$ cat src/rtl/sensor_frame_parser_with_timeout_top_assert.svh
// Assertion macros for the sensor frame parser.
// Used only by sensor_frame_parser_with_timeout_top; expects clk and rst in scope.
`ifndef SENSOR_FRAME_PARSER_WITH_TIMEOUT_TOP_ASSERT_SVH
`define SENSOR_FRAME_PARSER_WITH_TIMEOUT_TOP_ASSERT_SVH

// same-cycle implication, checked outside reset
`define SFPT_ASSERT_IMPL(label, lhs, rhs) \
  label: assert property (@(posedge clk) disable iff (rst) (lhs) |-> (rhs)) \
    else $error("sfpt: same-cycle check failed");

// next-cycle implication, checked outside reset
`define SFPT_ASSERT_NEXT(label, lhs, rhs) \
  label: assert property (@(posedge clk) disable iff (rst) (lhs) |=> (rhs)) \
    else $error("sfpt: next-cycle check failed");

`endif

$ cat src/rtl/sfpt_pkg.sv
// Shared types and constants for the sensor frame parser.
// No dependencies.
`default_nettype none

package sfpt_pkg;

  localparam int MAX_PAYLOAD_DEF = 32;
  localparam int ADDR_W          = 5;
  localparam int DATA_W          = 32;

  // register indexes (byte address = 4 * index)
  localparam logic [2:0] REG_HEADER_FIRST  = 3'd0;
  localparam logic [2:0] REG_HEADER_SECOND = 3'd1;
  localparam logic [2:0] REG_LINE_TYPE     = 3'd2;
  localparam logic [2:0] REG_QR_TYPE       = 3'd3;
  localparam logic [2:0] REG_LINE_TIMEOUT  = 3'd4;
  localparam logic [2:0] REG_QR_TIMEOUT    = 3'd5;

  localparam logic [7:0]  HEADER_FIRST_RST  = 8'd170;
  localparam logic [7:0]  HEADER_SECOND_RST = 8'd85;
  localparam logic [7:0]  LINE_TYPE_RST     = 8'd1;
  localparam logic [7:0]  QR_TYPE_RST       = 8'd2;
  localparam logic [15:0] TIMEOUT_RST       = 16'd500;

  localparam logic [7:0]  LINE_LEN = 8'd2;
  localparam logic [7:0]  QR_LEN   = 8'd4;
  localparam logic [15:0] AGE_MAX  = 16'hFFFF;

  localparam logic [2:0] EV_NONE    = 3'd0;
  localparam logic [2:0] EV_LINE    = 3'd1;
  localparam logic [2:0] EV_QR      = 3'd2;
  localparam logic [2:0] EV_BADSUM  = 3'd3;
  localparam logic [2:0] EV_TOOLONG = 3'd4;
  localparam logic [2:0] EV_IGNORED = 3'd5;

  localparam logic CMD_BYTE = 1'b0;

  typedef enum logic [5:0] {
    PH_HEAD1   = 6'b000001,
    PH_HEAD2   = 6'b000010,
    PH_TYPE    = 6'b000100,
    PH_LEN     = 6'b001000,
    PH_PAYLOAD = 6'b010000,
    PH_SUM     = 6'b100000
  } phase_t;

  typedef struct packed {
    logic signed [15:0] line_pos;
    logic               line_ok;
    logic signed [15:0] qr_x;
    logic signed [15:0] qr_y;
    logic               qr_ok;
    logic [2:0]         frame_event;
  } res_t;

endpackage

`default_nettype wire

$ cat src/rtl/sensor_frame_parser_with_timeout_top.sv
// Sensor frame parser with freshness timeout: byte framing, checksum, age counters.
// Depends on sfpt_pkg and sensor_frame_parser_with_timeout_top_assert.svh.
//
//  channel | signals                                   | beat
//  --------+-------------------------------------------+-------------------------------
//  in      | in_valid, in_ready, command, rx_byte      | one byte or one tick
//  out     | out_valid, out_ready, line_pos .. event   | one status result per in beat
//  cfg     | psel, penable, pwrite, paddr, pwdata, ... | APB register access
//
// One beat per cycle while in_ready is high; each result is registered.
// All parsing and age logic sits between the state registers and the result register.
// A skid register behind the result register keeps in_ready high while one result
// waits; in_ready drops only when both are full.
// rst is synchronous; after it the block takes beats at once (no clearing pass).
`default_nettype none

module sensor_frame_parser_with_timeout_top
  import sfpt_pkg::*;
#(
  parameter int MAX_PAYLOAD = MAX_PAYLOAD_DEF
) (
  input  wire logic              clk,
  input  wire logic              rst,
  input  wire logic              in_valid,
  output logic                   in_ready,
  input  wire logic              command,
  input  wire logic [7:0]        rx_byte,
  output logic                   out_valid,
  input  wire logic              out_ready,
  output logic signed [15:0]     line_pos,
  output logic                   line_ok,
  output logic signed [15:0]     qr_x,
  output logic signed [15:0]     qr_y,
  output logic                   qr_ok,
  output logic [2:0]             frame_event,
  input  wire logic              psel,
  input  wire logic              penable,
  input  wire logic              pwrite,
  input  wire logic [ADDR_W-1:0] paddr,
  input  wire logic [DATA_W-1:0] pwdata,
  output logic [DATA_W-1:0]      prdata,
  output logic                   pready
);

  localparam logic [7:0] MaxLen = 8'(MAX_PAYLOAD);

  // configuration
  logic [7:0]  header_first, header_second, line_type_code, qr_type_code;
  logic [15:0] line_timeout_ticks, qr_timeout_ticks;
  logic        cfg_wr;
  logic [2:0]  cfg_idx;

  assign pready  = 1'b1;
  assign cfg_wr  = psel && penable && pwrite && pready;
  assign cfg_idx = paddr[4:2];

  always_ff @(posedge clk) begin
    if (rst) begin
      header_first       <= HEADER_FIRST_RST;
      header_second      <= HEADER_SECOND_RST;
      line_type_code     <= LINE_TYPE_RST;
      qr_type_code       <= QR_TYPE_RST;
      line_timeout_ticks <= TIMEOUT_RST;
      qr_timeout_ticks   <= TIMEOUT_RST;
    end else if (cfg_wr) begin
      case (cfg_idx)
        REG_HEADER_FIRST:  header_first       <= pwdata[7:0];
        REG_HEADER_SECOND: header_second      <= pwdata[7:0];
        REG_LINE_TYPE:     line_type_code     <= pwdata[7:0];
        REG_QR_TYPE:       qr_type_code       <= pwdata[7:0];
        REG_LINE_TIMEOUT:  line_timeout_ticks <= pwdata[15:0];
        REG_QR_TIMEOUT:    qr_timeout_ticks   <= pwdata[15:0];
        default: ;
      endcase
    end
  end

  always_comb begin
    case (cfg_idx)
      REG_HEADER_FIRST:  prdata = {24'd0, header_first};
      REG_HEADER_SECOND: prdata = {24'd0, header_second};
      REG_LINE_TYPE:     prdata = {24'd0, line_type_code};
      REG_QR_TYPE:       prdata = {24'd0, qr_type_code};
      REG_LINE_TIMEOUT:  prdata = {16'd0, line_timeout_ticks};
      REG_QR_TIMEOUT:    prdata = {16'd0, qr_timeout_ticks};
      default:           prdata = '0;
    endcase
  end

  // parser and channel state
  phase_t      phase, phase_next;
  logic [7:0]  frame_kind, frame_kind_next;
  logic [7:0]  frame_length, frame_length_next;
  logic [7:0]  payload_index, payload_index_next;
  logic [7:0]  running_sum, running_sum_next;
  logic [15:0] line_value, line_value_next;
  logic [15:0] qr_x_value, qr_x_value_next;
  logic [15:0] qr_y_value, qr_y_value_next;
  logic        line_fresh, line_fresh_next;
  logic        qr_fresh, qr_fresh_next;
  logic [15:0] line_age, line_age_next;
  logic [15:0] qr_age, qr_age_next;
  logic [2:0]  event_next;

  // only the first four payload bytes are ever interpreted
  logic [7:0]  pay [4];
  logic        pay_wr;

  logic        acc;
  logic        out_pop;
  logic        skid_valid;
  res_t        out_res, skid_res, new_res;

  assign acc     = in_valid && in_ready;
  assign out_pop = out_valid && out_ready;

  always_comb begin
    logic [15:0] la_inc, qa_inc;
    logic [7:0]  idx_inc;
    la_inc  = (line_age == AGE_MAX) ? line_age : line_age + 16'd1;
    qa_inc  = (qr_age == AGE_MAX) ? qr_age : qr_age + 16'd1;
    idx_inc = payload_index + 8'd1;

    phase_next         = phase;
    frame_kind_next    = frame_kind;
    frame_length_next  = frame_length;
    payload_index_next = payload_index;
    running_sum_next   = running_sum;
    line_value_next    = line_value;
    qr_x_value_next    = qr_x_value;
    qr_y_value_next    = qr_y_value;
    line_fresh_next    = line_fresh;
    qr_fresh_next      = qr_fresh;
    line_age_next      = line_age;
    qr_age_next        = qr_age;
    event_next         = EV_NONE;
    pay_wr             = 1'b0;

    if (command != CMD_BYTE) begin
      line_age_next = la_inc;
      qr_age_next   = qa_inc;
      if (line_fresh && (la_inc > line_timeout_ticks)) line_fresh_next = 1'b0;
      if (qr_fresh && (qa_inc > qr_timeout_ticks))     qr_fresh_next   = 1'b0;
    end else begin
      case (phase)
        PH_HEAD1: begin
          if (rx_byte == header_first) phase_next = PH_HEAD2;
        end
        PH_HEAD2: begin
          // second header wins when both header values are equal
          if (rx_byte == header_second)     phase_next = PH_TYPE;
          else if (rx_byte == header_first) phase_next = PH_HEAD2;
          else                              phase_next = PH_HEAD1;
        end
        PH_TYPE: begin
          frame_kind_next  = rx_byte;
          running_sum_next = rx_byte;
          phase_next       = PH_LEN;
        end
        PH_LEN: begin
          frame_length_next  = rx_byte;
          running_sum_next   = running_sum + rx_byte;
          payload_index_next = 8'd0;
          if (rx_byte > MaxLen) begin
            event_next        = EV_TOOLONG;
            phase_next        = PH_HEAD1;
            frame_kind_next   = 8'd0;
            frame_length_next = 8'd0;
            running_sum_next  = 8'd0;
          end else if (rx_byte == 8'd0) begin
            phase_next = PH_SUM;
          end else begin
            phase_next = PH_PAYLOAD;
          end
        end
        PH_PAYLOAD: begin
          pay_wr             = (payload_index < QR_LEN);
          payload_index_next = idx_inc;
          running_sum_next   = running_sum + rx_byte;
          if (idx_inc >= frame_length) phase_next = PH_SUM;
        end
        PH_SUM: begin
          if (rx_byte != running_sum) begin
            event_next = EV_BADSUM;
          end else if (frame_kind == line_type_code && frame_length == LINE_LEN) begin
            event_next      = EV_LINE;
            line_value_next = {pay[1], pay[0]};
            line_fresh_next = 1'b1;
            line_age_next   = 16'd0;
          end else if (frame_kind == qr_type_code && frame_length == QR_LEN) begin
            event_next      = EV_QR;
            qr_x_value_next = {pay[1], pay[0]};
            qr_y_value_next = {pay[3], pay[2]};
            qr_fresh_next   = 1'b1;
            qr_age_next     = 16'd0;
          end else begin
            event_next = EV_IGNORED;
          end
          phase_next         = PH_HEAD1;
          frame_kind_next    = 8'd0;
          frame_length_next  = 8'd0;
          payload_index_next = 8'd0;
          running_sum_next   = 8'd0;
        end
        default: begin
          phase_next         = PH_HEAD1;
          frame_kind_next    = 8'd0;
          frame_length_next  = 8'd0;
          payload_index_next = 8'd0;
          running_sum_next   = 8'd0;
        end
      endcase
    end

    new_res.line_pos    = line_value_next;
    new_res.line_ok     = line_fresh_next;
    new_res.qr_x        = qr_x_value_next;
    new_res.qr_y        = qr_y_value_next;
    new_res.qr_ok       = qr_fresh_next;
    new_res.frame_event = event_next;
  end

  always_ff @(posedge clk) begin
    if (rst) begin
      phase         <= PH_HEAD1;
      frame_kind    <= 8'd0;
      frame_length  <= 8'd0;
      payload_index <= 8'd0;
      running_sum   <= 8'd0;
      line_value    <= 16'd0;
      qr_x_value    <= 16'd0;
      qr_y_value    <= 16'd0;
      line_fresh    <= 1'b0;
      qr_fresh      <= 1'b0;
      line_age      <= 16'd0;
      qr_age        <= 16'd0;
    end else if (acc) begin
      phase         <= phase_next;
      frame_kind    <= frame_kind_next;
      frame_length  <= frame_length_next;
      payload_index <= payload_index_next;
      running_sum   <= running_sum_next;
      line_value    <= line_value_next;
      qr_x_value    <= qr_x_value_next;
      qr_y_value    <= qr_y_value_next;
      line_fresh    <= line_fresh_next;
      qr_fresh      <= qr_fresh_next;
      line_age      <= line_age_next;
      qr_age        <= qr_age_next;
    end
  end

  always_ff @(posedge clk) begin
    if (acc && pay_wr) pay[payload_index[1:0]] <= rx_byte;
  end

  // result register plus skid register
  assign in_ready = !skid_valid;

  always_ff @(posedge clk) begin
    if (rst) begin
      out_valid  <= 1'b0;
      skid_valid <= 1'b0;
    end else if (!out_valid || out_pop) begin
      if (skid_valid) begin
        out_valid  <= 1'b1;
        skid_valid <= 1'b0;
      end else begin
        out_valid <= acc;
      end
    end else if (acc) begin
      skid_valid <= 1'b1;
    end
  end

  always_ff @(posedge clk) begin
    if (!out_valid || out_pop) begin
      if (skid_valid) out_res <= skid_res;
      else if (acc)   out_res <= new_res;
    end else if (acc) begin
      skid_res <= new_res;
    end
  end

  assign line_pos    = out_res.line_pos;
  assign line_ok     = out_res.line_ok;
  assign qr_x        = out_res.qr_x;
  assign qr_y        = out_res.qr_y;
  assign qr_ok       = out_res.qr_ok;
  assign frame_event = out_res.frame_event;

`include "sensor_frame_parser_with_timeout_top_assert.svh"

  `SFPT_ASSERT_IMPL(a_skid_behind_out, skid_valid, out_valid)
  `SFPT_ASSERT_IMPL(a_line_ev_fresh, out_valid && frame_event == EV_LINE, line_ok)
  `SFPT_ASSERT_IMPL(a_qr_ev_fresh, out_valid && frame_event == EV_QR, qr_ok)
  `SFPT_ASSERT_NEXT(a_beat_gives_result, acc, out_valid)

endmodule

`default_nettype wire
$ cat config.mk
export PLATFORM = sky130hd
export DESIGN_NAME = sensor_frame_parser_with_timeout_top
export DESIGN_NICKNAME = d
export VERILOG_FILES = /design/src/rtl/sfpt_pkg.sv /design/src/rtl/sensor_frame_parser_with_timeout_top.sv
export VERILOG_INCLUDE_DIRS = /design/src /design/src/rtl
export SDC_FILE = /design/constraint.sdc
export NUM_CORES = 1
export LEC_CHECK = 0
export BUFFER_PORTS_ARGS = -buffer_cell sky130_fd_sc_hd__buf_4
export CAP_MARGIN = 20
export CORE_ASPECT_RATIO = 0.9
export CORE_MARGIN = 3
export CORE_UTILIZATION = 55
export DETAILED_ROUTE_END_ITERATION = 10
export GPL_TIMING_DRIVEN = 0
export PLACE_DENSITY = 0.74
export SLEW_MARGIN = 20
export SYNTH_ARGS = -nofsm -noshare
export SYNTH_HDL_FRONTEND = slang
export SYNTH_SLANG_ARGS = --single-unit
$ cat constraint.sdc
create_clock -name clk -period 8.2 [get_ports clk]
set_clock_uncertainty 0.1 [all_clocks]
set_input_delay 1.64 -clock clk [delete_from_list [all_inputs] [get_ports clk]]
set_output_delay 1.64 -clock clk [all_outputs]
set_load 0.05 [all_outputs]
==> summary.md <==
| Metric | Value |
|---|---|
| Layout Nets | 1,890 |
| Drt pass-1 iters | 6 |
| Count of filler cells inserted in the layout | 2,346 |
| Crit Reg-Reg Endpoint | line_ok |
| RSZ-0062 raised after global routing | no |
| Initial antenna violation count | 1 |
| Clock Latency Late Sink | 0.51 ns |
| Mapped Avg Cell Area | 10.04 µm² |
| PD cells | 185.9 nW/µm² |
| Core area | 29,090 µm² |
| Vias | 13,140 |
| Cell row count | 59 |
| Share of Yosys cell area claimed by the top area cell type | 25.38% |
| Worst r2r src | line_age[0] |
| P_leak | 7.210 nW |
| CTS Root Cell | clkbuf_16 |
| Yosys warns | 0 |
| Post-DRT Antenna Nets | 0 |
| Hold Startpoint | running_sum[0] |
| Setup-failing EPs final | 0 |
| CTS max path bufs | 3 |
| Initial Utilization | 56.14% |
| Initial DRC count | 1,281 |
| Worst slew pin tran | 0.9310 ns |
| Vias per cell | 5.958 |
| Worst R2R Setup Slack | 3.92 ns |
| WP data required | 6.46 ns |
| Total clock sinks | 324 |
| Vias in the first global route | 12,390 |
| Hold_buf cts | 0 |
| WS Path Type | input port to primary output |
| Worst hold endpoint | running_sum[0] |
| CTS tree | yes |
| Min Tclk post-route | 5.372 ns |
| Area Growth Syn to Fin | 15.25% |
| Cell taking the most area after synthesis | edfxtp_1 |
| Cts bufs inserted | 34 |
| Full die area | 31,790 µm² |
| Post-Syn Instances | 1,626 |
| Commonest non-fill, non-tap cell in the layout | dfxtp_1 |
| HP Class | flop to flop |
| Arr. time, crit path | 3.63 ns |
| Most frequent cells in the layout | 186 x dfxtp_1, 156 x nand2_1, 138 x edfxtp_1 |
| Worst relative slew slack | 37.36% |
| Drc violations | 0 |
| Reg2reg path depth | 10 |
| HPWL Detailed | 30,670 µm |
| Final period util | 65.51% |
| Placed cells | 2,143 |
| Largest net degree at the start of global routing | 54 |
| Synthesized area | 16,330 µm² |
| Ys flop type | dfxtp_1 |
| Global Route Usage Sum | 26.12% |
| Post-synth ARST share | 0% |
| Area occupied by multi-input gates | 7734 µm² |
| H-tree levels | 2 |
| Diode count | 0 |
| Clk slew on worst S/H paths | 0.06 ns |
| Global-route wire length before repair | 67,100 µm |
| CTS resizes | 0 |
| Total negative slack for setup checks | 0 ns |
| Placed instance area | 17,730 µm² |
| Worst-path maximum fanout | 10 |
| Ranking of synthesized cells by area | edfxtp_1 25%, dfxtp_1 23%, mux2_2 5.2% |
| MaxCap Viol Count | 0 |
| Final Max Tran Viols | 0 |
| Netlist cell types | 76 |
| DR WL/cell | 19.35 µm |
| Total area of sequential cells | 7868 µm² |
| Post-synth EDFFs | 138 |
| CP Capture Type | primary output |
| Chip Height | 169.5 µm |
| Routed WL | 42,660 µm |
| Share of cells above drive strength 1 | 16.20% |
| Register area share after synthesis | 48.18% |
| Post-CTS Setup Bufs | 0 |
| CP startpoint | paddr[2] |
| RD Place Congestion | 0.9573 |
| Final Non-Filler Cells | 2,205 |
| Die span in x | 187.6 µm |
| Final instance area | 18,820 µm² |
| Maximum VDD drop | 0.1739 mV |
| Top Ports | 141 |
| Total gr overflow | 0 |
| Status | complete, no violations |
| Fin. Hold Viols | 0 |
| Hold Path Stages | 2 |
| Crit start category | input port |
| Highest clock rate | 186.2 MHz |
| I/O Buffers | 104 |
| #FFs+latches synth | 324 |
layout make-up:
cell class,instances,area share (%)
buffer,111,2.846
clock buffer,52,5.259
clock inverter,10,0.5186
inverter,70,1.396
multi-input combinational,1136,41.10
sequential,324,41.81
tap,396,2.633
timing repair buffer,106,4.442
kinds of logic (layout without fill, tap and decap cells):
family | count (synthesis) | count (layout) | share of synthesized area (%)
simple gates | 483 | 483 | 14.61
compound gates | 353 | 353 | 13.75
flops | 324 | 324 | 48.18
buf+inv | 181 | 349 | 4.889
mux | 159 | 159 | 10.59
xor+xnor | 70 | 70 | 3.755
fa+ha+maj | 54 | 54 | 4.184
other cells | 2 | 17 | 0.04599
report_power, final:
group	switching [mW]	total (mW)	leakage (nW)	internal [mW]
combinational	0.202	0.281	3.94	0.0790
sequential	0.0116	1.72	2.73	1.71
clock	0.628	1.50	0.537	0.871
worst max path at each step:
stage / endpoint
floorplan: prdata[3]
global placement: skid_res[7]
detailed placement: prdata[6]
CTS: prdata[6]
global route: prdata[6]
finish: prdata[6]
synthesized netlist by cell type, drive strengths merged (3+ instances only):
cell type	instances
o311ai	21
and4	4
a22o	12
or2	5
or3	8
xnor2	50
o21ai	80
and4b	3
o22ai	6
mux2i	67
nand3	87
xor2	20
nor4	9
clkbuf	70
mux2	90
nand2b	11
o2111ai	3
a31oi	13
ha	53
nor2	89
nor3	32
o211ai	36
o41a	3
nand4b	3
nor2b	11
and3	10
edfxtp	138
a211oi	8
o21a	11
a221oi	4
and2	18
nand2	156
nand4	22
inv	69
buf	41
a21o	10
a21oi	118
dfxtp	186
or4	10
a22oi	6
critical path: stages:
cell and delay [ns]:
buf_4 0.09, buf_1 0.41, clkbuf_1 0.44, buf_2 0.40
a22oi_1 0.12, o22ai_1 0.27, buf_4 0.26
per-layer routing:
layer / track usage (%) / routed length, µm / vias up
met5: 0 / 13 / -
met4: 6.458 / 925 / 2
met3: 4.399 / 3563 / 77
met2: 41.65 / 19040 / 593
met1: 37.49 / 19120 / 6254
li1: - / - / 6212
registers in the layout (all words and copies together), names as in the netlist, 3 cells and up:
signal and count:
line_pos 16, frame_length 8, header_second 8, line_timeout_ticks 16, qr_x 16, phase 6, qr_y 16, qr_type_code 8
pay 32, qr_x_value 16, qr_age 16, line_type_code 8, qr_y_value 16, qr_timeout_ticks 16, line_value 16, frame_event 3
payload_index 8, frame_kind 8, skid_res 53, line_age 16, running_sum 8, header_first 8
metrics by stage:
step | hold WS, ns | power, mW | utilization, % | worst slack, ns
global route | 0.3865 | 3.598 | 64.70 | 2.743
floorplan | 0.3291 | 1.933 | - | 3.017
finish | 0.3606 | 3.499 | 64.70 | 2.828
global placement | 0.3418 | 2.028 | 60.72 | 1.845
CTS | 0.3611 | 3.518 | 64.70 | 2.886
detailed placement | 0.3502 | 2.032 | 60.96 | 2.888
Power figures use the tool's default switching activity.
